## config.mk

```make
export PLATFORM = sky130hd
export DESIGN_NAME = ddo_mul
export DESIGN_NICKNAME = d
export VERILOG_FILES = /design/src/hdl/ddo_pkg.sv /design/src/hdl/ddo_mul.sv
export SDC_FILE = /design/constraint.sdc
export NUM_CORES = 2
export LEC_CHECK = 0
export BUFFER_PORTS_ARGS = -buffer_cell sky130_fd_sc_hd__buf_2
export CORE_MARGIN = 4
export CORE_UTILIZATION = 25
export CTS_BUF_LIST = sky130_fd_sc_hd__clkbuf_2
export DETAILED_ROUTE_END_ITERATION = 8
export SYNTH_ARGS = -nofsm -noshare
export SYNTH_HDL_FRONTEND = slang
export SYNTH_SLANG_ARGS = --single-unit
```

## constraint.sdc

```tcl
create_clock -name i_clk -period 17.1 [get_ports i_clk]
set_input_delay 0.855 -clock i_clk [delete_from_list [all_inputs] [get_ports i_clk]]
set_output_delay 0.855 -clock i_clk [all_outputs]
set_load 0.01 [all_outputs]
```

## src/hdl/ddo_pkg.sv

```systemverilog
// Shared constants, types and helper functions for the differential drive odometry block.
// No dependencies; every other file in hdl/ imports this package.
package ddo_pkg;

    localparam int CORDIC_STEPS = 24;
    localparam int COUNT_WIDTH  = 32;

    localparam int STEP_W  = $clog2(CORDIC_STEPS);
    localparam int MUL_W   = 34;
    localparam int PROD_W  = 2 * MUL_W;
    localparam int XY_W    = 32;
    localparam int ANG_W   = 27;
    localparam int RED_W   = 42;
    localparam int RED_TOP = 13;
    localparam int RED_K_W = $clog2(RED_TOP + 1);
    localparam int DIST_W  = 24;
    localparam int TRK_W   = 32;
    localparam int POS_W   = 32;

    localparam logic signed [ANG_W-1:0] PI_Q      = 27'sd52707179;
    localparam logic signed [ANG_W-1:0] HALF_PI_Q = 27'sd26353589;
    localparam logic [RED_W-1:0]        TWO_PI_Q  = 42'd105414358;
    localparam logic signed [XY_W-1:0]  CORDIC_GAIN = 32'sd652032874;

    localparam logic [23:0] ATAN_Q24 [32] = '{
        24'd13176795, 24'd7778716, 24'd4110060, 24'd2086331,
        24'd1047214,  24'd524117,  24'd262123,  24'd131069,
        24'd65536,    24'd32768,   24'd16384,   24'd8192,
        24'd4096,     24'd2048,    24'd1024,    24'd512,
        24'd256,      24'd128,     24'd64,      24'd32,
        24'd16,       24'd8,       24'd4,       24'd2,
        24'd1,        24'd0,       24'd0,       24'd0,
        24'd0,        24'd0,       24'd0,       24'd0
    };

    typedef enum logic [1:0] {
        CMD_TICK = 2'd0,
        CMD_LOAD = 2'd1,
        CMD_ZERO = 2'd2,
        CMD_NONE = 2'd3
    } t_cmd;

    typedef enum logic [1:0] {
        REG_LEFT_DIST   = 2'd0,
        REG_RIGHT_DIST  = 2'd1,
        REG_TRACK_RECIP = 2'd2,
        REG_UNUSED      = 2'd3
    } t_reg_idx;

    typedef enum logic [3:0] {
        S_IDLE,
        S_MUL_L,
        S_MUL_R,
        S_DIFF,
        S_MUL_T,
        S_TURN,
        S_WAIT,
        S_MUL_X,
        S_MUL_Y,
        S_ACC_Y,
        S_OUT
    } t_state;

    // Clamp a full product to 32 bit signed
    function automatic logic signed [31:0] sat32(input logic signed [PROD_W-1:0] v);
        logic signed [31:0] r;
        if ((&v[PROD_W-1:31]) || !(|v[PROD_W-1:31])) begin
            r = v[31:0];
        end else if (v[PROD_W-1]) begin
            r = 32'sh8000_0000;
        end else begin
            r = 32'sh7FFF_FFFF;
        end
        return r;
    endfunction

endpackage

```

## src/hdl/ddo_mul.sv

```systemverilog
// Shared signed multiplier with a registered product.
// Depends on ddo_pkg for operand and product widths.
module ddo_mul (
    input  logic                                i_clk,
    input  logic signed [ddo_pkg::MUL_W-1:0]    i_a,
    input  logic signed [ddo_pkg::MUL_W-1:0]    i_b,
    output logic signed [ddo_pkg::PROD_W-1:0]   o_prod
);
    import ddo_pkg::*;

    logic signed [PROD_W-1:0] r_prod;

    always_ff @(posedge i_clk) begin
        r_prod <= i_a * i_b;
    end

    assign o_prod = r_prod;

endmodule

```

==> impl_metrics.env <==
export IMPL_grt_max_degree=35
export IMPL_synth_nets=6068
export IMPL_setup_viol=0
export IMPL_cts_root_buf="clkbuf_2"
export IMPL_ys_ff_latch=68
export IMPL_avgRoutedWirePerCell_um=18.0
export IMPL_syn_inst=4554
export IMPL_drv_slew=0
export IMPL_synth_seq_area_share_pct=3.16
export IMPL_firstDrtPassIters=5
export IMPL_core_area_sq_um=170000
export IMPL_synthArstFlopShare_pct=0
export IMPL_cpPeakStageDelay_ps=850
export IMPL_hold_end="o_prod[0]"
export IMPL_hold_violations=0
export IMPL_port_buffers=136
export IMPL_drive_above_1_share_pct=4.79
export IMPL_worst_path_most_repeated_cell="fa_1"
export IMPL_criticalPathCategory="primary input to flop"
export IMPL_clkTransAtPathRegs_ps=270
export IMPL_cp_required_ps=18020
export IMPL_dpl_cell_count=6789
export IMPL_initial_utilization_pct=25.3
export IMPL_min_period_ps=8500
export IMPL_routed_via_density=4.34
export IMPL_fmax_ghz=0.118
export IMPL_grt_pass1_vias=34100
export IMPL_wirelength_um=123000
export IMPL_slew_headroom_pct=28.3
export IMPL_cts_htree_levels=3
export IMPL_yosys_warnings=0
export IMPL_cts_resized=0
export IMPL_numClockSinks=68
export IMPL_post_route_period_util_pct=49.7
export IMPL_post_dp_cell_area_sq_um=45900
export IMPL_hp_start="i_b[0]"
export IMPL_tightest_slew_ps=1070
export IMPL_post_cts_setup_buffer_count=0
export IMPL_numCtsBuffers=9
export IMPL_cts_max_path_buffers=2
export IMPL_rows=151
export IMPL_grt_usage_pct=14.3
export IMPL_place_congestion=0.847
export IMPL_cts_hold_buf=0
export IMPL_die_y_um=423
export IMPL_fin_nets=6019
export IMPL_grt_setup_unrepaired="false"
export IMPL_die_area_sq_um=179000
export IMPL_min_path_type="primary input to flop"
export IMPL_stdcell_count=6815
export IMPL_startpoint_type="primary input"
export IMPL_grt_pass1_wl_um=199000
export IMPL_max_cap_violations=0
export IMPL_ios=137
export IMPL_fin_tns_setup_ps=0
export IMPL_drt_initial_drc_count=1658
export IMPL_cts_tree="yes"
export IMPL_synth_edff_count=0
export IMPL_dp_hpwl_um=98100
export IMPL_syn_to_final_growth_pct=7.00
export IMPL_syn_avg_cell_area_sq_um=9.45
export IMPL_die_width_um=423
export IMPL_stdcell_area_sq_um=46000
export IMPL_syn_area_sq_um=43000
export IMPL_largest_reg_flops=68
export IMPL_worst_path_max_delay_cell="a211oi_2"
export IMPL_antenna_left=0
export IMPL_overflow=0
export IMPL_status="complete, no violations"
export IMPL_synth_ff_type="dfxtp_1"
export IMPL_antenna_found_initial=25
export IMPL_worstPathMaxFanout=34
export IMPL_hold_depth=3
export IMPL_synth_cell_types=69
export IMPL_vias=29600
export IMPL_cp_end_kind="flop"
export IMPL_drc=0
export IMPL_worstPathArrival_ps=9420
per-stage QoR:
stage	utilization (%)	hold WS [ps]	setup WS, ps
after floorplan	-	982	8750
after global placement	27.0	1250	7780
after detailed placement	27.0	1250	7730
after CTS	27.0	331	8840
after global routing	27.0	418	8460
final	27.0	505	8600
worst max-delay path: cells and delay by family:
kind                     cells  cell delay, ps
adder cells (fa/ha/maj)      9            4330
buffers and inverters        6            1080
AO/OA/AOI/OAI                8            2640
XOR/XNOR                     1             160
AND/OR/NAND/NOR              2             280
cells by family after synthesis:
group,Yosys count,share of synthesized area [%]
AND/OR/NAND/NOR,1296,15.4
adder cells (fa/ha/maj),1445,63.7
buffers and inverters,1460,12.8
flip-flops,68,3.16
AO/OA/AOI/OAI,206,3.35
XOR/XNOR,79,1.61
routing by layer:
metal	global-route usage [%]	up-vias	routed length [um]
li1	-	12700	-
met1	18.1	15900	50800
met2	25.0	787	61900
met4	4.43	4	3860
met5	0	-	27
met3	2.42	204	6390
cell usage after synthesis, types with 3 or more instances:
master,instances,area share (%)
nand2_1,542,4.7
xnor2_1,56,1.1
o21a_1,4,0.070
a221oi_1,3,0.061
o41ai_1,3,0.061
xor2_1,23,0.47
a31oi_1,7,0.10
o21bai_1,12,0.21
a21o_1,37,0.65
nand3_1,11,0.13
and3_1,5,0.073
and2_1,621,9.0
ha_1,204,5.9
o211ai_1,3,0.052
nor2_1,54,0.47
nor2b_1,9,0.13
dfxtp_1,68,3.2
a211oi_1,6,0.10
and3_2,3,0.052
clkbuf_1,214,1.9
fa_1,1241,58
or2_2,4,0.058
nand4_1,11,0.16
o21ai_0,31,0.36
buf_4,4,0.070
a21oi_1,61,0.71
nor3_1,5,0.058
o41ai_2,3,0.11
nand2b_1,20,0.29
o21ai_1,7,0.081
inv_1,1231,11
layout by cell type, fill, tap and decap left out, types with 3 or more instances in the layout:
cell type / count
fa_1: 1241
inv_1: 1231
and2_1: 621
nand2_1: 542
ha_1: 204
buf_2: 136
dfxtp_1: 68
a21oi_1: 61
xnor2_1: 56
nor2_1: 54
a21o_1: 37
buf_4: 32
o21ai_0: 31
xor2_1: 23
nand2b_1: 20
o21bai_1: 12
nand4_1: 11
nand3_1: 11
diode_2: 10
nor2b_1: 9
clkbuf_2: 9
o21ai_1: 7
a31oi_1: 7
a211oi_1: 6
and3_1: 5
nor3_1: 5
or2_2: 4
o21a_1: 4
o41ai_2: 3
and3_2: 3
o211ai_1: 3
a221oi_1: 3
o41ai_1: 3
worst max-delay path by stage:
stage	start	cells past startpoint	slack (ps)	to
detailed placement	i_a[33]	21	7730	o_prod[62]
global route	i_b[10]	23	8460	o_prod[65]
CTS	i_a[33]	21	8840	o_prod[62]
global placement	i_a[23]	26	7780	o_prod[65]
floorplan	i_a[33]	24	8750	o_prod[65]
finish	i_b[10]	26	8600	o_prod[65]
cell type report:
cell class / instances / area, sq um
diodes: 10 / 25.0
clock buffers: 9 / 45.0
clock inverters: 7 / 51.3
fillers: 18100 / 124000
inverters: 1232 / 4620
multi-input cells: 3026 / 36100
flip-flops and latches: 68 / 1360
well taps: 2295 / 2870
repair buffers: 168 / 921
Power is left out: the tool's default activity adds up to more than one toggle a clock period on the data nets, which glitch-free logic cannot reach.
