File: config.mk
export PLATFORM = sky130hd
export DESIGN_NAME = ddo_cordic
export DESIGN_NICKNAME = d
export VERILOG_FILES = /design/src/hdl/ddo_pkg.sv /design/src/hdl/ddo_cordic.sv
export SDC_FILE = /design/constraint.sdc
export NUM_CORES = 1
export LEC_CHECK = 0
export ABC_AREA = 1
export BUFFER_PORTS_ARGS = -buffer_cell sky130_fd_sc_hd__buf_2
export CORE_MARGIN = 3
export CORE_UTILIZATION = 50
export CTS_CLUSTER_DIAMETER = 60
export CTS_CLUSTER_SIZE = 14
export DETAILED_ROUTE_END_ITERATION = 8
export PLACE_DENSITY_LB_ADDON = 0.1
export SYNTH_ARGS = -nofsm -noshare
export SYNTH_HDL_FRONTEND = slang
export SYNTH_SLANG_ARGS = --single-unit
File: constraint.sdc
create_clock -name i_clk -period 5.27 [get_ports i_clk]
set_clock_uncertainty 0.05 [all_clocks]
set_input_delay 0.2635 -clock i_clk [delete_from_list [all_inputs] [get_ports i_clk]]
set_output_delay 0.2635 -clock i_clk [all_outputs]
set_load 0.05 [all_outputs]
File: src/hdl/ddo_pkg.sv
// Shared constants, types and helper functions for the differential drive odometry block.
// No dependencies; every other file in hdl/ imports this package.
package ddo_pkg;

    localparam int CORDIC_STEPS = 24;
    localparam int COUNT_WIDTH  = 32;

    localparam int STEP_W  = $clog2(CORDIC_STEPS);
    localparam int MUL_W   = 34;
    localparam int PROD_W  = 2 * MUL_W;
    localparam int XY_W    = 32;
    localparam int ANG_W   = 27;
    localparam int RED_W   = 42;
    localparam int RED_TOP = 13;
    localparam int RED_K_W = $clog2(RED_TOP + 1);
    localparam int DIST_W  = 24;
    localparam int TRK_W   = 32;
    localparam int POS_W   = 32;

    localparam logic signed [ANG_W-1:0] PI_Q      = 27'sd52707179;
    localparam logic signed [ANG_W-1:0] HALF_PI_Q = 27'sd26353589;
    localparam logic [RED_W-1:0]        TWO_PI_Q  = 42'd105414358;
    localparam logic signed [XY_W-1:0]  CORDIC_GAIN = 32'sd652032874;

    localparam logic [23:0] ATAN_Q24 [32] = '{
        24'd13176795, 24'd7778716, 24'd4110060, 24'd2086331,
        24'd1047214,  24'd524117,  24'd262123,  24'd131069,
        24'd65536,    24'd32768,   24'd16384,   24'd8192,
        24'd4096,     24'd2048,    24'd1024,    24'd512,
        24'd256,      24'd128,     24'd64,      24'd32,
        24'd16,       24'd8,       24'd4,       24'd2,
        24'd1,        24'd0,       24'd0,       24'd0,
        24'd0,        24'd0,       24'd0,       24'd0
    };

    typedef enum logic [1:0] {
        CMD_TICK = 2'd0,
        CMD_LOAD = 2'd1,
        CMD_ZERO = 2'd2,
        CMD_NONE = 2'd3
    } t_cmd;

    typedef enum logic [1:0] {
        REG_LEFT_DIST   = 2'd0,
        REG_RIGHT_DIST  = 2'd1,
        REG_TRACK_RECIP = 2'd2,
        REG_UNUSED      = 2'd3
    } t_reg_idx;

    typedef enum logic [3:0] {
        S_IDLE,
        S_MUL_L,
        S_MUL_R,
        S_DIFF,
        S_MUL_T,
        S_TURN,
        S_WAIT,
        S_MUL_X,
        S_MUL_Y,
        S_ACC_Y,
        S_OUT
    } t_state;

    // Clamp a full product to 32 bit signed
    function automatic logic signed [31:0] sat32(input logic signed [PROD_W-1:0] v);
        logic signed [31:0] r;
        if ((&v[PROD_W-1:31]) || !(|v[PROD_W-1:31])) begin
            r = v[31:0];
        end else if (v[PROD_W-1]) begin
            r = 32'sh8000_0000;
        end else begin
            r = 32'sh7FFF_FFFF;
        end
        return r;
    endfunction

endpackage

File: src/hdl/ddo_cordic.sv
// Iterative rotation-mode CORDIC: cos and sin of a heading in [-pi,pi), one step per cycle.
// Depends on ddo_pkg for the arctangent table, gain and widths.
module ddo_cordic (
    input  logic                               i_clk,
    input  logic                               i_rst_n,
    input  logic                               i_start,
    input  logic signed [ddo_pkg::ANG_W-1:0]   i_angle,
    output logic                               o_busy,
    output logic signed [ddo_pkg::XY_W-1:0]    o_cos,
    output logic signed [ddo_pkg::XY_W-1:0]    o_sin
);
    import ddo_pkg::*;

    logic                     r_busy;
    logic [STEP_W-1:0]        r_cnt;
    logic signed [XY_W-1:0]   r_x;
    logic signed [XY_W-1:0]   r_y;
    logic signed [ANG_W-1:0]  r_z;
    logic                     r_neg;

    logic signed [ANG_W:0]    fold_wide;
    logic signed [ANG_W-1:0]  fold_angle;
    logic                     fold_neg;
    logic signed [XY_W-1:0]   x_sh;
    logic signed [XY_W-1:0]   y_sh;
    logic signed [ANG_W-1:0]  atan_step;

    // Fold headings beyond a quarter turn back by pi and negate the result
    always_comb begin
        fold_wide = (ANG_W+1)'(i_angle);
        fold_neg  = 1'b0;
        if (i_angle > HALF_PI_Q) begin
            fold_wide = (ANG_W+1)'(i_angle) - (ANG_W+1)'(PI_Q);
            fold_neg  = 1'b1;
        end else if (i_angle < -HALF_PI_Q) begin
            fold_wide = (ANG_W+1)'(i_angle) + (ANG_W+1)'(PI_Q);
            fold_neg  = 1'b1;
        end
        fold_angle = fold_wide[ANG_W-1:0];
    end

    assign x_sh      = r_x >>> r_cnt;
    assign y_sh      = r_y >>> r_cnt;
    assign atan_step = signed'(ANG_W'(ATAN_Q24[5'(r_cnt)]));

    always_ff @(posedge i_clk) begin
        if (!i_rst_n) begin
            r_busy <= 1'b0;
            r_cnt  <= '0;
        end else if (i_start) begin
            r_busy <= 1'b1;
            r_cnt  <= '0;
        end else if (r_busy) begin
            if (r_cnt == STEP_W'(CORDIC_STEPS - 1)) begin
                r_busy <= 1'b0;
            end else begin
                r_cnt <= r_cnt + 1'b1;
            end
        end
    end

    always_ff @(posedge i_clk) begin
        if (i_start) begin
            r_x   <= CORDIC_GAIN;
            r_y   <= '0;
            r_z   <= fold_angle;
            r_neg <= fold_neg;
        end else if (r_busy) begin
            if (r_z >= 0) begin
                r_x <= r_x - y_sh;
                r_y <= r_y + x_sh;
                r_z <= r_z - atan_step;
            end else begin
                r_x <= r_x + y_sh;
                r_y <= r_y - x_sh;
                r_z <= r_z + atan_step;
            end
        end
    end

    assign o_busy = r_busy;
    assign o_cos  = r_neg ? -r_x : r_x;
    assign o_sin  = r_neg ? -r_y : r_y;

endmodule

==> flow_metrics.py <==
metrics = {
    "final_layout": {
        "nets": 3180,
        "synthToLayoutAreaGrowth_pct": 6.45,
        "nFillCells": 3585,
        "drive_gt1_frac": 0.0824,
        "fin_cells": 3495,
        "diodes": 0,
    },
    "job": {
        "max-cap-violations": 0,
    },
    "pwr": {
        "p_per_area_nw_per_um2": 576,
        "ir_drop_uv": 401,
        "leakagePower_nw": 9.51,
    },
    "clock_network": {
        "cts-htree-levels": 3,
        "cts_max_path_buffers": 2,
        "cts_made_buffers": 9,
        "post_cts_buffers": 0,
        "cts_tree": "built",
        "root_buffer": "clkbuf_16",
        "worstSkewPairLatency_ns": 0.39,
        "cts.sinks": 98,
        "clk_pin_slew_ns": 0.09,
        "cts_hold_buf": 0,
        "cts_resized": 0,
    },
    "critical_path": {
        "worstPathMaxFanout": 11,
        "start_kind": "register",
        "r2r_start": "r_cnt[3]",
        "startpoint": "r_cnt[3]",
        "critPathCapture": "r_y[27]",
        "reg2reg_slack_ns": 0.32,
        "crit_type": "register to register",
        "max_stage_delay_ns": 0.52,
        "r2r_end": "r_y[27]",
        "crit_slowest_cell": "nor2_1",
        "cp.required_ns": 5.50,
        "ff2ff_path_depth": 28,
        "crit_top_cell": "nand2_1",
        "crit_arrival_ns": 5.18,
        "end_kind": "register",
    },
    "timing": {
        "fmax_mhz": 202,
        "finalHoldViolCount": 0,
        "setup_viol": 0,
        "whs_ns": 0.101,
        "rsz0062_at_grt": "yes",
        "drv_slew": 0,
        "period_share": 0.940,
        "relSlewSlack": 0.232,
        "worst_slew_pin_slew_ns": 1.15,
        "period_minus_slack_ns": 4.95,
    },
    "route": {
        "ant_nets": 0,
        "drtPass1Iterations": 7,
        "vias": 20272,
        "wl_mm": 63.1,
        "wl_per_cell_um": 18.0,
        "drc": 0,
        "vias_per_cell": 5.80,
        "drt_iter0_markers": 1948,
    },
    "die": {
        "floorplan.initialDensity": 0.509,
        "coreArea_um2": 33700,
        "io_pins": 95,
        "num_rows": 67,
        "fp.dieH_um": 191,
        "die_w_um": 191,
        "die-area_um2": 36600,
    },
    "worst_hold_path": {
        "hold_class": "primary input to register",
        "hold_start": "i_rst_n",
    },
    "yosys": {
        "ys_ff_latch": 98,
        "synthesis.area_um2": 17200,
        "synth_flop_cell": "dfxtp_1",
        "synth_edf_count": 28,
        "syn_nets": 3145,
        "syn_inst": 3007,
        "synth.distinct_cells": 62,
        "synth_seq_area_share": 0.131,
        "synth.avg_cell_area_um2": 5.71,
        "yosysWarningCount": 0,
        "async_flop_share": 0,
    },
    "outcome": {
        "status": "completed",
    },
    "place": {
        "gp_congestion": 0.999,
        "io_buffers": 94,
        "place_hpwl_mm": 50.5,
        "placed_cells": 3479,
    },
    "global_route": {
        "grt_usage": 0.339,
        "grt_max_degree": 80,
        "grt_pass1_wl_mm": 99.3,
        "grt.overflow.total": 0,
        "antenna_found_initial": 0,
        "grt_pass1_vias": 18601,
    },
}
## placed cells by master, fill, tap and decap left out, types with 5 or more instances in the layout
cell,instances
nand3_1,337
o21ai_1,19
nor2_2,11
a21oi_2,5
inv_1,352
a211oi_1,8
o31ai_1,7
ha_1,105
xnor2_1,48
o21a_1,7
nor2_1,255
dfxtp_1,66
nor3_1,39
nor2_4,5
o22ai_1,14
or2_2,6
a21oi_1,219
buf_2,94
nand3_2,11
o221ai_1,5
a31oi_1,32
o21bai_1,6
nand2_2,18
nor4_1,11
a21o_1,7
edfxtp_1,28
a21boi_0,6
a22oi_1,5
xor2_1,135
clkbuf_16,9
o21ai_0,198
o211ai_1,14
nand4_1,31
nor3_2,6
inv_2,14
buf_4,46
nand2_1,818
## cell families (layout without fill, tap and decap cells)
| kind of cell | after synthesis | in the layout | synth area share |
|---|---|---|---|
| mux | 2 | 2 | 0.00117 |
| simple gates | 1557 | 1557 | 0.390 |
| flops | 98 | 98 | 0.131 |
| buf+inv | 490 | 530 | 0.119 |
| xor+xnor | 183 | 183 | 0.0934 |
| compound gates | 569 | 569 | 0.185 |
| fa+ha+maj | 108 | 108 | 0.0801 |
## stage by stage
stage	worst slack, ns	total power [mW]	cell area, µm²	util	TNS, ns
3_5_place_dp	0.361	9.57	17900	0.532	0
2_1_floorplan	0.707	7.50	17200	-	0
5_1_grt	-0.0282	11.5	18300	0.542	-0.0459
4_1_cts	0.340	10.4	18200	0.541	0
3_3_place_gp	0.507	9.49	17900	0.532	0
6_report	0.317	10.5	18300	0.542	0
## flip-flops by register name, indices dropped and copies added (netlist names)
register / flops
r_neg: 1
r_x: 32
r_cnt: 5
o_busy: 1
r_y: 32
r_z: 27
## layer usage
layer	track usage	wire length [µm]	up-vias
li1	-	-	9997
met1	0.473	28100	9275
met2	0.533	27600	878
met3	0.0552	5440	122
met4	0.111	1940	0
met5	0	0	-
## Yosys cell counts (7+ instances only)
master	count	share of area
a211oi_1	8	0.0035
a21boi_0	7	0.0031
a21o_1	7	0.0031
a21oi_1	220	0.064
a31oi_1	32	0.012
buf_1	14	0.0031
buf_2	38	0.011
buf_6	13	0.0085
clkbuf_1	47	0.010
dfxtp_1	70	0.082
edfxtp_1	28	0.049
ha_1	105	0.077
inv_1	352	0.077
inv_2	12	0.0026
nand2_1	818	0.18
nand2_2	18	0.0066
nand3_1	337	0.098
nand3_2	11	0.0064
nand4_1	31	0.011
nor2_1	257	0.056
nor2_2	9	0.0033
nor3_1	39	0.011
nor4_1	11	0.0040
o211ai_1	14	0.0061
o21a_1	7	0.0031
o21ai_0	201	0.059
o21ai_1	16	0.0047
o22ai_1	14	0.0051
o31ai_1	7	0.0031
xnor2_1	48	0.025
xor2_1	135	0.069
## worst min path at each step
| stage | slack (ns) | endpoint | cells after the start |
|---|---|---|---|
| after floorplan | 0.33 | r_neg | 0 |
| after global placement | 0.50 | o_busy | 2 |
| after detailed placement | 0.51 | o_busy | 2 |
| after CTS | 0.09 | o_busy | 2 |
| after global routing | 0.09 | o_busy | 2 |
| final | 0.10 | o_busy | 2 |
## final cells by class
type | instances | area (µm²) | area share
clock buffer | 10 | 239 | 0.0131
clock inverter | 6 | 73.8 | 0.00404
inverter | 370 | 1400 | 0.0766
multi-input combinational | 2419 | 12900 | 0.705
sequential | 98 | 2250 | 0.123
tap | 448 | 561 | 0.0307
timing repair buffer | 144 | 861 | 0.0471
## critical path: cells and delay by family (launching register included)
family,cells,cell delay [ns]
simple gates,12,1.70
fa+ha+maj,1,0.35
flops,1,0.49
compound gates,7,1.21
xor+xnor,2,0.36
buf+inv,6,0.65
## power breakdown
part	switching [mW]	internal, mW	leakage [nW]
registers	0.364	1.04	0.864
logic	5.64	2.73	8.50
clock network	0.367	0.388	0.147
No activity file was read; power rests on OpenSTA's default activity.
