## src/hdl/ddo_pkg.sv

```systemverilog
// Shared constants, types and helper functions for the differential drive odometry block.
// No dependencies; every other file in hdl/ imports this package.
package ddo_pkg;

    localparam int CORDIC_STEPS = 24;
    localparam int COUNT_WIDTH  = 32;

    localparam int STEP_W  = $clog2(CORDIC_STEPS);
    localparam int MUL_W   = 34;
    localparam int PROD_W  = 2 * MUL_W;
    localparam int XY_W    = 32;
    localparam int ANG_W   = 27;
    localparam int RED_W   = 42;
    localparam int RED_TOP = 13;
    localparam int RED_K_W = $clog2(RED_TOP + 1);
    localparam int DIST_W  = 24;
    localparam int TRK_W   = 32;
    localparam int POS_W   = 32;

    localparam logic signed [ANG_W-1:0] PI_Q      = 27'sd52707179;
    localparam logic signed [ANG_W-1:0] HALF_PI_Q = 27'sd26353589;
    localparam logic [RED_W-1:0]        TWO_PI_Q  = 42'd105414358;
    localparam logic signed [XY_W-1:0]  CORDIC_GAIN = 32'sd652032874;

    localparam logic [23:0] ATAN_Q24 [32] = '{
        24'd13176795, 24'd7778716, 24'd4110060, 24'd2086331,
        24'd1047214,  24'd524117,  24'd262123,  24'd131069,
        24'd65536,    24'd32768,   24'd16384,   24'd8192,
        24'd4096,     24'd2048,    24'd1024,    24'd512,
        24'd256,      24'd128,     24'd64,      24'd32,
        24'd16,       24'd8,       24'd4,       24'd2,
        24'd1,        24'd0,       24'd0,       24'd0,
        24'd0,        24'd0,       24'd0,       24'd0
    };

    typedef enum logic [1:0] {
        CMD_TICK = 2'd0,
        CMD_LOAD = 2'd1,
        CMD_ZERO = 2'd2,
        CMD_NONE = 2'd3
    } t_cmd;

    typedef enum logic [1:0] {
        REG_LEFT_DIST   = 2'd0,
        REG_RIGHT_DIST  = 2'd1,
        REG_TRACK_RECIP = 2'd2,
        REG_UNUSED      = 2'd3
    } t_reg_idx;

    typedef enum logic [3:0] {
        S_IDLE,
        S_MUL_L,
        S_MUL_R,
        S_DIFF,
        S_MUL_T,
        S_TURN,
        S_WAIT,
        S_MUL_X,
        S_MUL_Y,
        S_ACC_Y,
        S_OUT
    } t_state;

    // Clamp a full product to 32 bit signed
    function automatic logic signed [31:0] sat32(input logic signed [PROD_W-1:0] v);
        logic signed [31:0] r;
        if ((&v[PROD_W-1:31]) || !(|v[PROD_W-1:31])) begin
            r = v[31:0];
        end else if (v[PROD_W-1]) begin
            r = 32'sh8000_0000;
        end else begin
            r = 32'sh7FFF_FFFF;
        end
        return r;
    endfunction

endpackage

```

## src/hdl/ddo_wrap.sv

```systemverilog
// Iterative reduction of a wide heading sum into [-pi,pi), one shifted subtract per cycle.
// Depends on ddo_pkg for the reduction width and the pi constants.
module ddo_wrap (
    input  logic                               i_clk,
    input  logic                               i_rst_n,
    input  logic                               i_start,
    input  logic signed [ddo_pkg::RED_W-1:0]   i_value,
    output logic                               o_busy,
    output logic signed [ddo_pkg::ANG_W-1:0]   o_heading
);
    import ddo_pkg::*;

    logic                 r_busy;
    logic [RED_K_W-1:0]   r_k;
    logic [RED_W-1:0]     r_v;

    logic [RED_W-1:0]     step_mod;
    logic [RED_W-1:0]     centred;

    assign step_mod = TWO_PI_Q << r_k;

    always_ff @(posedge i_clk) begin
        if (!i_rst_n) begin
            r_busy <= 1'b0;
            r_k    <= '0;
        end else if (i_start) begin
            r_busy <= 1'b1;
            r_k    <= RED_K_W'(RED_TOP);
        end else if (r_busy) begin
            if (r_k == '0) begin
                r_busy <= 1'b0;
            end else begin
                r_k <= r_k - 1'b1;
            end
        end
    end

    // The incoming value already carries the +pi offset; lift negatives by a large multiple
    always_ff @(posedge i_clk) begin
        if (i_start) begin
            if (i_value[RED_W-1]) begin
                r_v <= RED_W'(i_value) + (TWO_PI_Q << RED_TOP);
            end else begin
                r_v <= RED_W'(i_value);
            end
        end else if (r_busy) begin
            if (r_v >= step_mod) begin
                r_v <= r_v - step_mod;
            end
        end
    end

    assign centred   = r_v - RED_W'(PI_Q);
    assign o_busy    = r_busy;
    assign o_heading = signed'(centred[ANG_W-1:0]);

endmodule

```

## config.mk

```make
export PLATFORM = sky130hd
export DESIGN_NAME = ddo_wrap
export DESIGN_NICKNAME = d
export VERILOG_FILES = /design/src/hdl/ddo_pkg.sv /design/src/hdl/ddo_wrap.sv
export SDC_FILE = /design/constraint.sdc
export NUM_CORES = 1
export LEC_CHECK = 0
export BUFFER_PORTS_ARGS = -buffer_cell sky130_fd_sc_hd__buf_2
export CORE_AREA = 2 2 114 94
export CTS_CLUSTER_DIAMETER = 120
export DETAILED_ROUTE_END_ITERATION = 12
export DIE_AREA = 0 0 116 96
export PLACE_DENSITY = 0.82
export SYNTH_ARGS = -nofsm -noshare
export SYNTH_HDL_FRONTEND = slang
export SYNTH_SLANG_ARGS = --single-unit
```

## constraint.sdc

```tcl
create_clock -name i_clk -period 7.4 [get_ports i_clk]
set_input_delay 0.37 -clock i_clk [delete_from_list [all_inputs] [get_ports i_clk]]
set_output_delay 0.37 -clock i_clk [all_outputs]
set_load 0.01 [all_outputs]
```

==> run_results.csv, run 1 <==
group,metric,value,unit
timing,fmax,196.3,MHz
clock_network,cts_tree,"yes",
worst_setup_path,cp-start-kind,"register",
grt,grt_start_max_net_pins,70,
yosys,yosysUniqueCellTypes,58,
yosys,ys_ff_latch,47,
clock_network,post-cts-setup-buffers,0,
drt,drtPass1Iterations,5,
yosys,synth_common_cells,"nand2_1 (108), o21ai_0 (83), a21oi_1 (59), nor2_1 (59), ha_1 (51)",
drt,drc,0,
grt,met2_usage,47.86,%
grt,grt-ovfl-total,0,
placed_design,gp_congestion,0.9169,
die,die_width,116,µm
clock_network,cts_root_buf,"clkbuf_16",
die,rows,33,
die,pin_count,73,
grt,globalRouteMet3Util,5.164,%
worst_setup_path,worstSetupPathType,"reg -> reg",
timing,hold_viol_final,0,
die,placeableCoreArea,9992,µm²
timing,fin_skew,0.008612,ns
yosys,yosysWarnings,0,
grt,track_usage,28.78,%
timing,setup_viol,0,
clock_network,insertion_delay,0.29,ns
drt,drt-total-wl,15880,µm
pwr,powerDensity,438.9,nW/µm²
pwr,p_leak,2.667,nW
grt,use_met1,38.73,%
cells_and_area,n_antenna_cell,0,
yosys,synth.area.top_cells,"edfxtp_1 (22%), ha_1 (11%), xnor2_1 (7.6%)",
die,dieArea,11140,µm²
clock_network,clockBufferDepth,2,
yosys,synth_top_area_cell,"edfxtp_1",
drt,first_iter_violations,454,
clock_network,clk_pin_slew,0.07,ns
flow_run,maxCapViolCount,0,
grt,grt_busiest_layer,"met2",
yosys,seq_area_frac_synth,23.63,%
clock_network,cts_resized,0,
worst_setup_path,worstPathRequired,7.30,ns
yosys,avgSynthCellArea,7.581,µm²
yosys,synth_edf_count,42,
placed_design,place_area,6180,µm²
pwr,vdd_drop_max,0.1528,mV
drt,dr_total_vias,5692,
worst_setup_path,critPathCaptureType,"register",
cells_and_area,stdcell_area,6359,µm²
placed_design,port-buffer-count,72,
drt,drtAntennaViolNets,0,
timing,finalSetupTns,0,ns
yosys,syn_inst,760,
placed_design,hpwlAfterDp,12490,µm
timing,maxSlewViolCount,0,
timing,worst_pin_slew,1.225,ns
run_status,outcome,"completed",
yosys,synth.most_common_cell,"nand2_1",
timing,min_period,5.093,ns
clock_network,postCtsHoldBufs,0,
grt,antenna_found_initial,0,
yosys,synthFlopType,"edfxtp_1",
cells_and_area,nets,900,
drt,via_per_inst,6.023,
worst_hold_path,hp-class,"in -> reg",
worst_setup_path,worstPathArrival,5.00,ns
drt,wl_per_cell,16.81,µm
die,start_util,57.66,%
clock_network,cts_buffers,5,
timing,slew-limit-headroom,18.35,%
clock_network,cts.sinks,47,
timing,fin_crit_sh,68.82,%
die,chipHeight,96,µm
grt,grt_pass1_wl,25420,µm
yosys,async_reset_ff_share,0,%
yosys,synth_nets,856,
cells_and_area,area_delta_synth_final,10.36,%
yosys,synth_top_area_share,21.89,%
grt,grt_pass1_vias,5292,
timing,rsz0062_at_grt,"false",
cells_and_area,drive_gt1_share,12.05,%
yosys,synth_area,5762,µm²
clock_network,ctsHtreeMaxLevel,2,
worst_setup_path,cp_max_fo,41,
[through the flow]
stage                     instances  utilization (%)  setup slack (ns)  power, mW  hold WS [ns]
after floorplan                 760                -             2.203      1.980        0.4878
after global placement          937            61.85             2.673      2.440        0.5833
after detailed placement        937            61.85             2.349      2.482        0.5994
after CTS                       945            63.64             2.308      2.766        0.3001
after global routing            945            63.64             1.932      3.018        0.3144
final                           945            63.64             2.307      2.791        0.3083
[layout make-up]
| type | instances | area [µm²] |
|---|---|---|
| multi-input cells | 655 | 4185 |
| fillers | 919 | 3633 |
| flip-flops and latches | 47 | 1361 |
| repair buffers | 75 | 382.9 |
| clock buffers | 8 | 178.9 |
| well taps | 140 | 175.2 |
| inverters | 20 | 75.07 |
[where the power goes]
part,switching (mW),total [mW],internal (mW),leakage [nW]
Sequential,0.116,0.586,0.470,0.460
Combinational,1.15,1.93,0.785,2.12
Clock,0.104,0.271,0.167,0.0874
Total,1.37,2.79,1.42,2.67
[registers in the layout, indices dropped and copies added (netlist names)]
name    flops
o_busy      1
r_k         4
r_v        42
[final timing paths]
path | slack, ns | start | end | depth (start not counted)
worst max-delay path | 2.31 | r_k[1] | r_v[7] | 15
worst min-delay path | 0.31 | i_rst_n | o_busy | 2
worst max register to register | 2.31 | r_k[1] | r_v[7] | 15
worst min register to register | 0.63 | r_k[1] | r_k[1] | 2
[per-layer routing]
| layer | share of wire (%) | vias up |
|---|---|---|
| met5 | 0 | - |
| met4 | 2.2 | 0 |
| met3 | 8.0 | 30 |
| met2 | 45 | 235 |
| met1 | 45 | 2596 |
| li1 | - | 2831 |
[worst max-delay path, cell delays in order, from the launching register on]
cell      delay, ns
dfxtp_1        0.48
inv_1          0.22
ha_1           0.47
nor2_1         0.27
a21o_1         0.14
o21ai_0        0.10
ha_1           0.44
and3_1         0.26
nand2_1        0.09
nor3_1         0.23
nand2_1        0.08
o21ai_0        0.34
o211ai_1       0.20
a21oi_1        0.25
a31oi_1        0.17
nor2_4         0.91
[cell usage in the layout, fill, tap and decap left out, types with 15 or more instances in the layout]
master,instances
a21o_1,28
a21oi_1,59
buf_2,72
edfxtp_1,42
ha_1,51
inv_1,20
nand2_1,108
nand3_1,23
nand4_1,15
nor2_1,58
o21ai_0,83
xnor2_1,50
xor2_1,39
[logic make-up (layout without fill, tap and decap cells)]
kind of cell | Yosys count | in the layout | synth area share (%)
compound gates | 243 | 243 | 25.58
xor+xnor | 89 | 89 | 13.53
flops | 47 | 47 | 23.63
fa+ha+maj | 51 | 51 | 11.07
simple gates | 266 | 266 | 21.26
buf+inv | 58 | 103 | 3.865
mux | 6 | 6 | 1.064
Power figures use the tool's default switching activity.
==> run 2: changes to the inputs <==
Settings changed: ABC_AREA set to 1, CORE_AREA 2 2 114 94 to 2 2 131 107, DIE_AREA 0 0 116 96 to 0 0 133 109, PLACE_DENSITY 0.82 to 0.8.
Clock period 7.4 ns to 4.9 ns, I/O delays scaled along.
==> run 2 against run 1 <==
Core utilization down 1.3 points. Global-route usage up 7.3 points. Register-to-register slack worse by 1.5 ns. Area after synthesis up 32%.
==> run_results.csv, run 2 <==
group,metric,value,unit
run_status,outcome,"completed",
cells_and_area,drive_gt1_share,7.795,%
yosys,synth_common_cells,"nand2_1 (464), inv_1 (227), nor2_1 (147)",
timing,fin_skew,0.008994,ns
die,pin_count,73,
yosys,ys_ff_latch,47,
timing,fmax,243.6,MHz
worst_setup_path,r2r-start,"r_k[1]",
timing,slew-limit-headroom,49.17,%
pwr,p_leak,4.441,nW
clock_network,clk_pin_slew,0.08,ns
worst_setup_path,r2r_end,"r_v[34]",
pwr,p_total,3.662,mW
placed_design,port-buffer-count,72,
worst_hold_path,min_from,"i_value[0]",
cells_and_area,max_flop_register,"r_v",
pwr,powerDensity,443.1,nW/µm²
clock_network,post-cts-setup-buffers,0,
drt,via_per_inst,5.570,
placed_design,hpwlAfterDp,21390,µm
worst_setup_path,worstPathCellList,"inv_1 > ha_1 > nor2_1 > a21oi_1 > o21ai_0 > ha_1 > nand2_1 > nor2_1 > inv_1 > nor3_1 > nand2_1 > nand2_1 > nand2_1 > nand2_1 > nand2_1 > a21oi_4 > buf_12",
cells_and_area,final_common_cell,"nand2_1",
die,die_width,133,µm
grt,grt_pass1_wl,40280,µm
worst_hold_path,hold_depth,3,
yosys,yosysUniqueCellTypes,48,
yosys,seq_area_frac_synth,17.87,%
drt,first_iter_violations,993,
worst_setup_path,worstPathRequired,4.90,ns
yosys,synthFlopType,"edfxtp_1",
clock_network,cts_resized,0,
timing,fin_crit_sh,83.79,%
worst_setup_path,cp-start-kind,"register",
yosys,synth_edf_count,42,
clock_network,cts_root_buf,"clkbuf_16",
drt,dr_total_vias,8935,
grt,grt_pass1_vias,7649,
cells_and_area,final_cell_mix,"nand2_1 (464), inv_1 (226), nor2_1 (147)",
yosys,synth.most_common_cell,"nand2_1",
yosys,syn_inst,1368,
die,rows,38,
die,placeableCoreArea,13270,µm²
clock_network,cts_buffers,5,
clock_network,cts_tree,"yes",
worst_setup_path,worstPathArrival,4.11,ns
grt,track_usage,36.06,%
flow_run,maxCapViolCount,0,
clock_network,clockBufferDepth,2,
grt,antenna_found_initial,0,
yosys,synth_nets,1464,
yosys,synth_top_area_cell,"nand2_1",
yosys,avgSynthCellArea,5.568,µm²
worst_setup_path,slowest_delay,0.50,ns
yosys,async_reset_ff_share,0,%
worst_setup_path,cp_max_fo,28,
drt,wl_per_cell,16.07,µm
yosys,synth_top_area_share,22.86,%
timing,min_period,4.106,ns
worst_setup_path,critPathCaptureType,"register",
die,chipHeight,109,µm
grt,grt_start_max_net_pins,53,
clock_network,postCtsHoldBufs,0,
grt,grt-ovfl-total,0,
clock_network,ctsHtreeMaxLevel,2,
placed_design,gp_congestion,0.9891,
pwr,vdd_drop_max,0.2679,mV
timing,finalSetupTns,0,ns
timing,setup_viol,0,
worst_hold_path,hp-class,"in -> reg",
cells_and_area,area_delta_synth_final,8.476,%
drt,drtPass1Iterations,6,
die,dieArea,14500,µm²
timing,worst_pin_slew,0.7624,ns
cells_and_area,stdcell_area,8263,µm²
timing,rsz0062_at_grt,"false",
timing,maxSlewViolCount,0,
cells_and_area,largest_reg_flops,42,
worst_setup_path,slowest_stage,"dfxtp_1",
placed_design,place_area,8129,µm²
timing,fin_ws,0.7941,ns
worst_hold_path,hold_path_end,"r_v[0]",
clock_network,cts.sinks,47,
yosys,synth_area,7617,µm²
worst_setup_path,r2r_slack,0.79,ns
yosys,yosysWarnings,0,
worst_setup_path,crit_path_frequent_cell,"nand2_1",
cells_and_area,n_antenna_cell,0,
cells_and_area,nets,1520,
drt,drc,0,
yosys,synth.area.top_cells,"nand2_1 (23%), edfxtp_1 (17%), inv_1 (11%)",
drt,drt-total-wl,25770,µm
clock_network,insertion_delay,0.31,ns
placed_design,place_ws,0.9167,ns
worst_setup_path,reg2reg_depth,17,
timing,hold_viol_final,0,
die,start_util,57.42,%
drt,drtAntennaViolNets,0,
worst_setup_path,worstSetupPathType,"reg -> reg",
-- run 2: changes by cell type in the layout (fill, tap and decap cells not counted), moves of 11 or more --
cell | before | now
a21o_1 | 28 | 1
a21oi_1 | 59 | 70
inv_1 | 20 | 226
nand2_1 | 108 | 464
nand2b_1 | 11 | 0
nand3_1 | 23 | 128
nor2_1 | 58 | 147
o21a_1 | 11 | 0
o21ai_0 | 83 | 66
xnor2_1 | 50 | 10
xor2_1 | 39 | 23
-- run 2: final cells by class --
type / count / area (µm²)
tap: 180 / 225.2
fill: 1349 / 5002
multi-input combinational: 1064 / 5276
clock buffer: 5 / 125.1
sequential: 47 / 1361
inverter: 230 / 863.3
clock inverter: 2 / 8.758
timing repair buffer: 76 / 402.9
-- run 2: worst max-delay path by stage --
stage,start,endpoint,depth (start not counted)
final,r_k[1],r_v[34],17
after global routing,r_k[0],r_v[32],18
after CTS,r_k[0],r_v[29],17
after detailed placement,r_k[0],r_v[10],18
after global placement,r_k[0],r_v[6],18
after floorplan,r_k[0],r_v[10],15
-- run 2: cells by family after synthesis --
logic type / count (synthesis) / share of synthesized area (%)
simple gates: 807 / 44.37
compound gates: 173 / 12.58
fa+ha+maj: 51 / 8.377
buf+inv: 257 / 13.01
flops: 47 / 17.87
xor+xnor: 33 / 3.794
-- run 2: power by group --
group	total (mW)	switching, mW	internal, mW
Clock	0.357	0.173	0.185
Combinational	2.52	1.68	0.844
Sequential	0.784	0.181	0.603
Total	3.66	2.03	1.63
-- run 2: worst max-delay path: cells and delay by family, from the launching register on --
kind / cells / cell delay (ns)
compound gates: 3 / 0.88
fa+ha+maj: 2 / 0.80
buf+inv: 3 / 0.55
flops: 1 / 0.50
simple gates: 9 / 1.05
-- run 2: stage by stage --
step                std cells  util, %  hold slack, ns
floorplan                1368        -          0.3834
global placement         1597    61.28          0.5022
detailed placement       1597    61.28          0.5077
CTS                      1604    62.29          0.1875
global route             1604    62.29          0.2029
finish                   1604    62.29          0.1919
-- run 2: metal layers --
metal	share of wire, %	vias up	global-route usage (%)
li1	-	4474	-
met1	48	3981	55.11
met2	38	461	50.59
met3	13	19	9.066
met4	1.2	0	7.220
met5	0	-	0
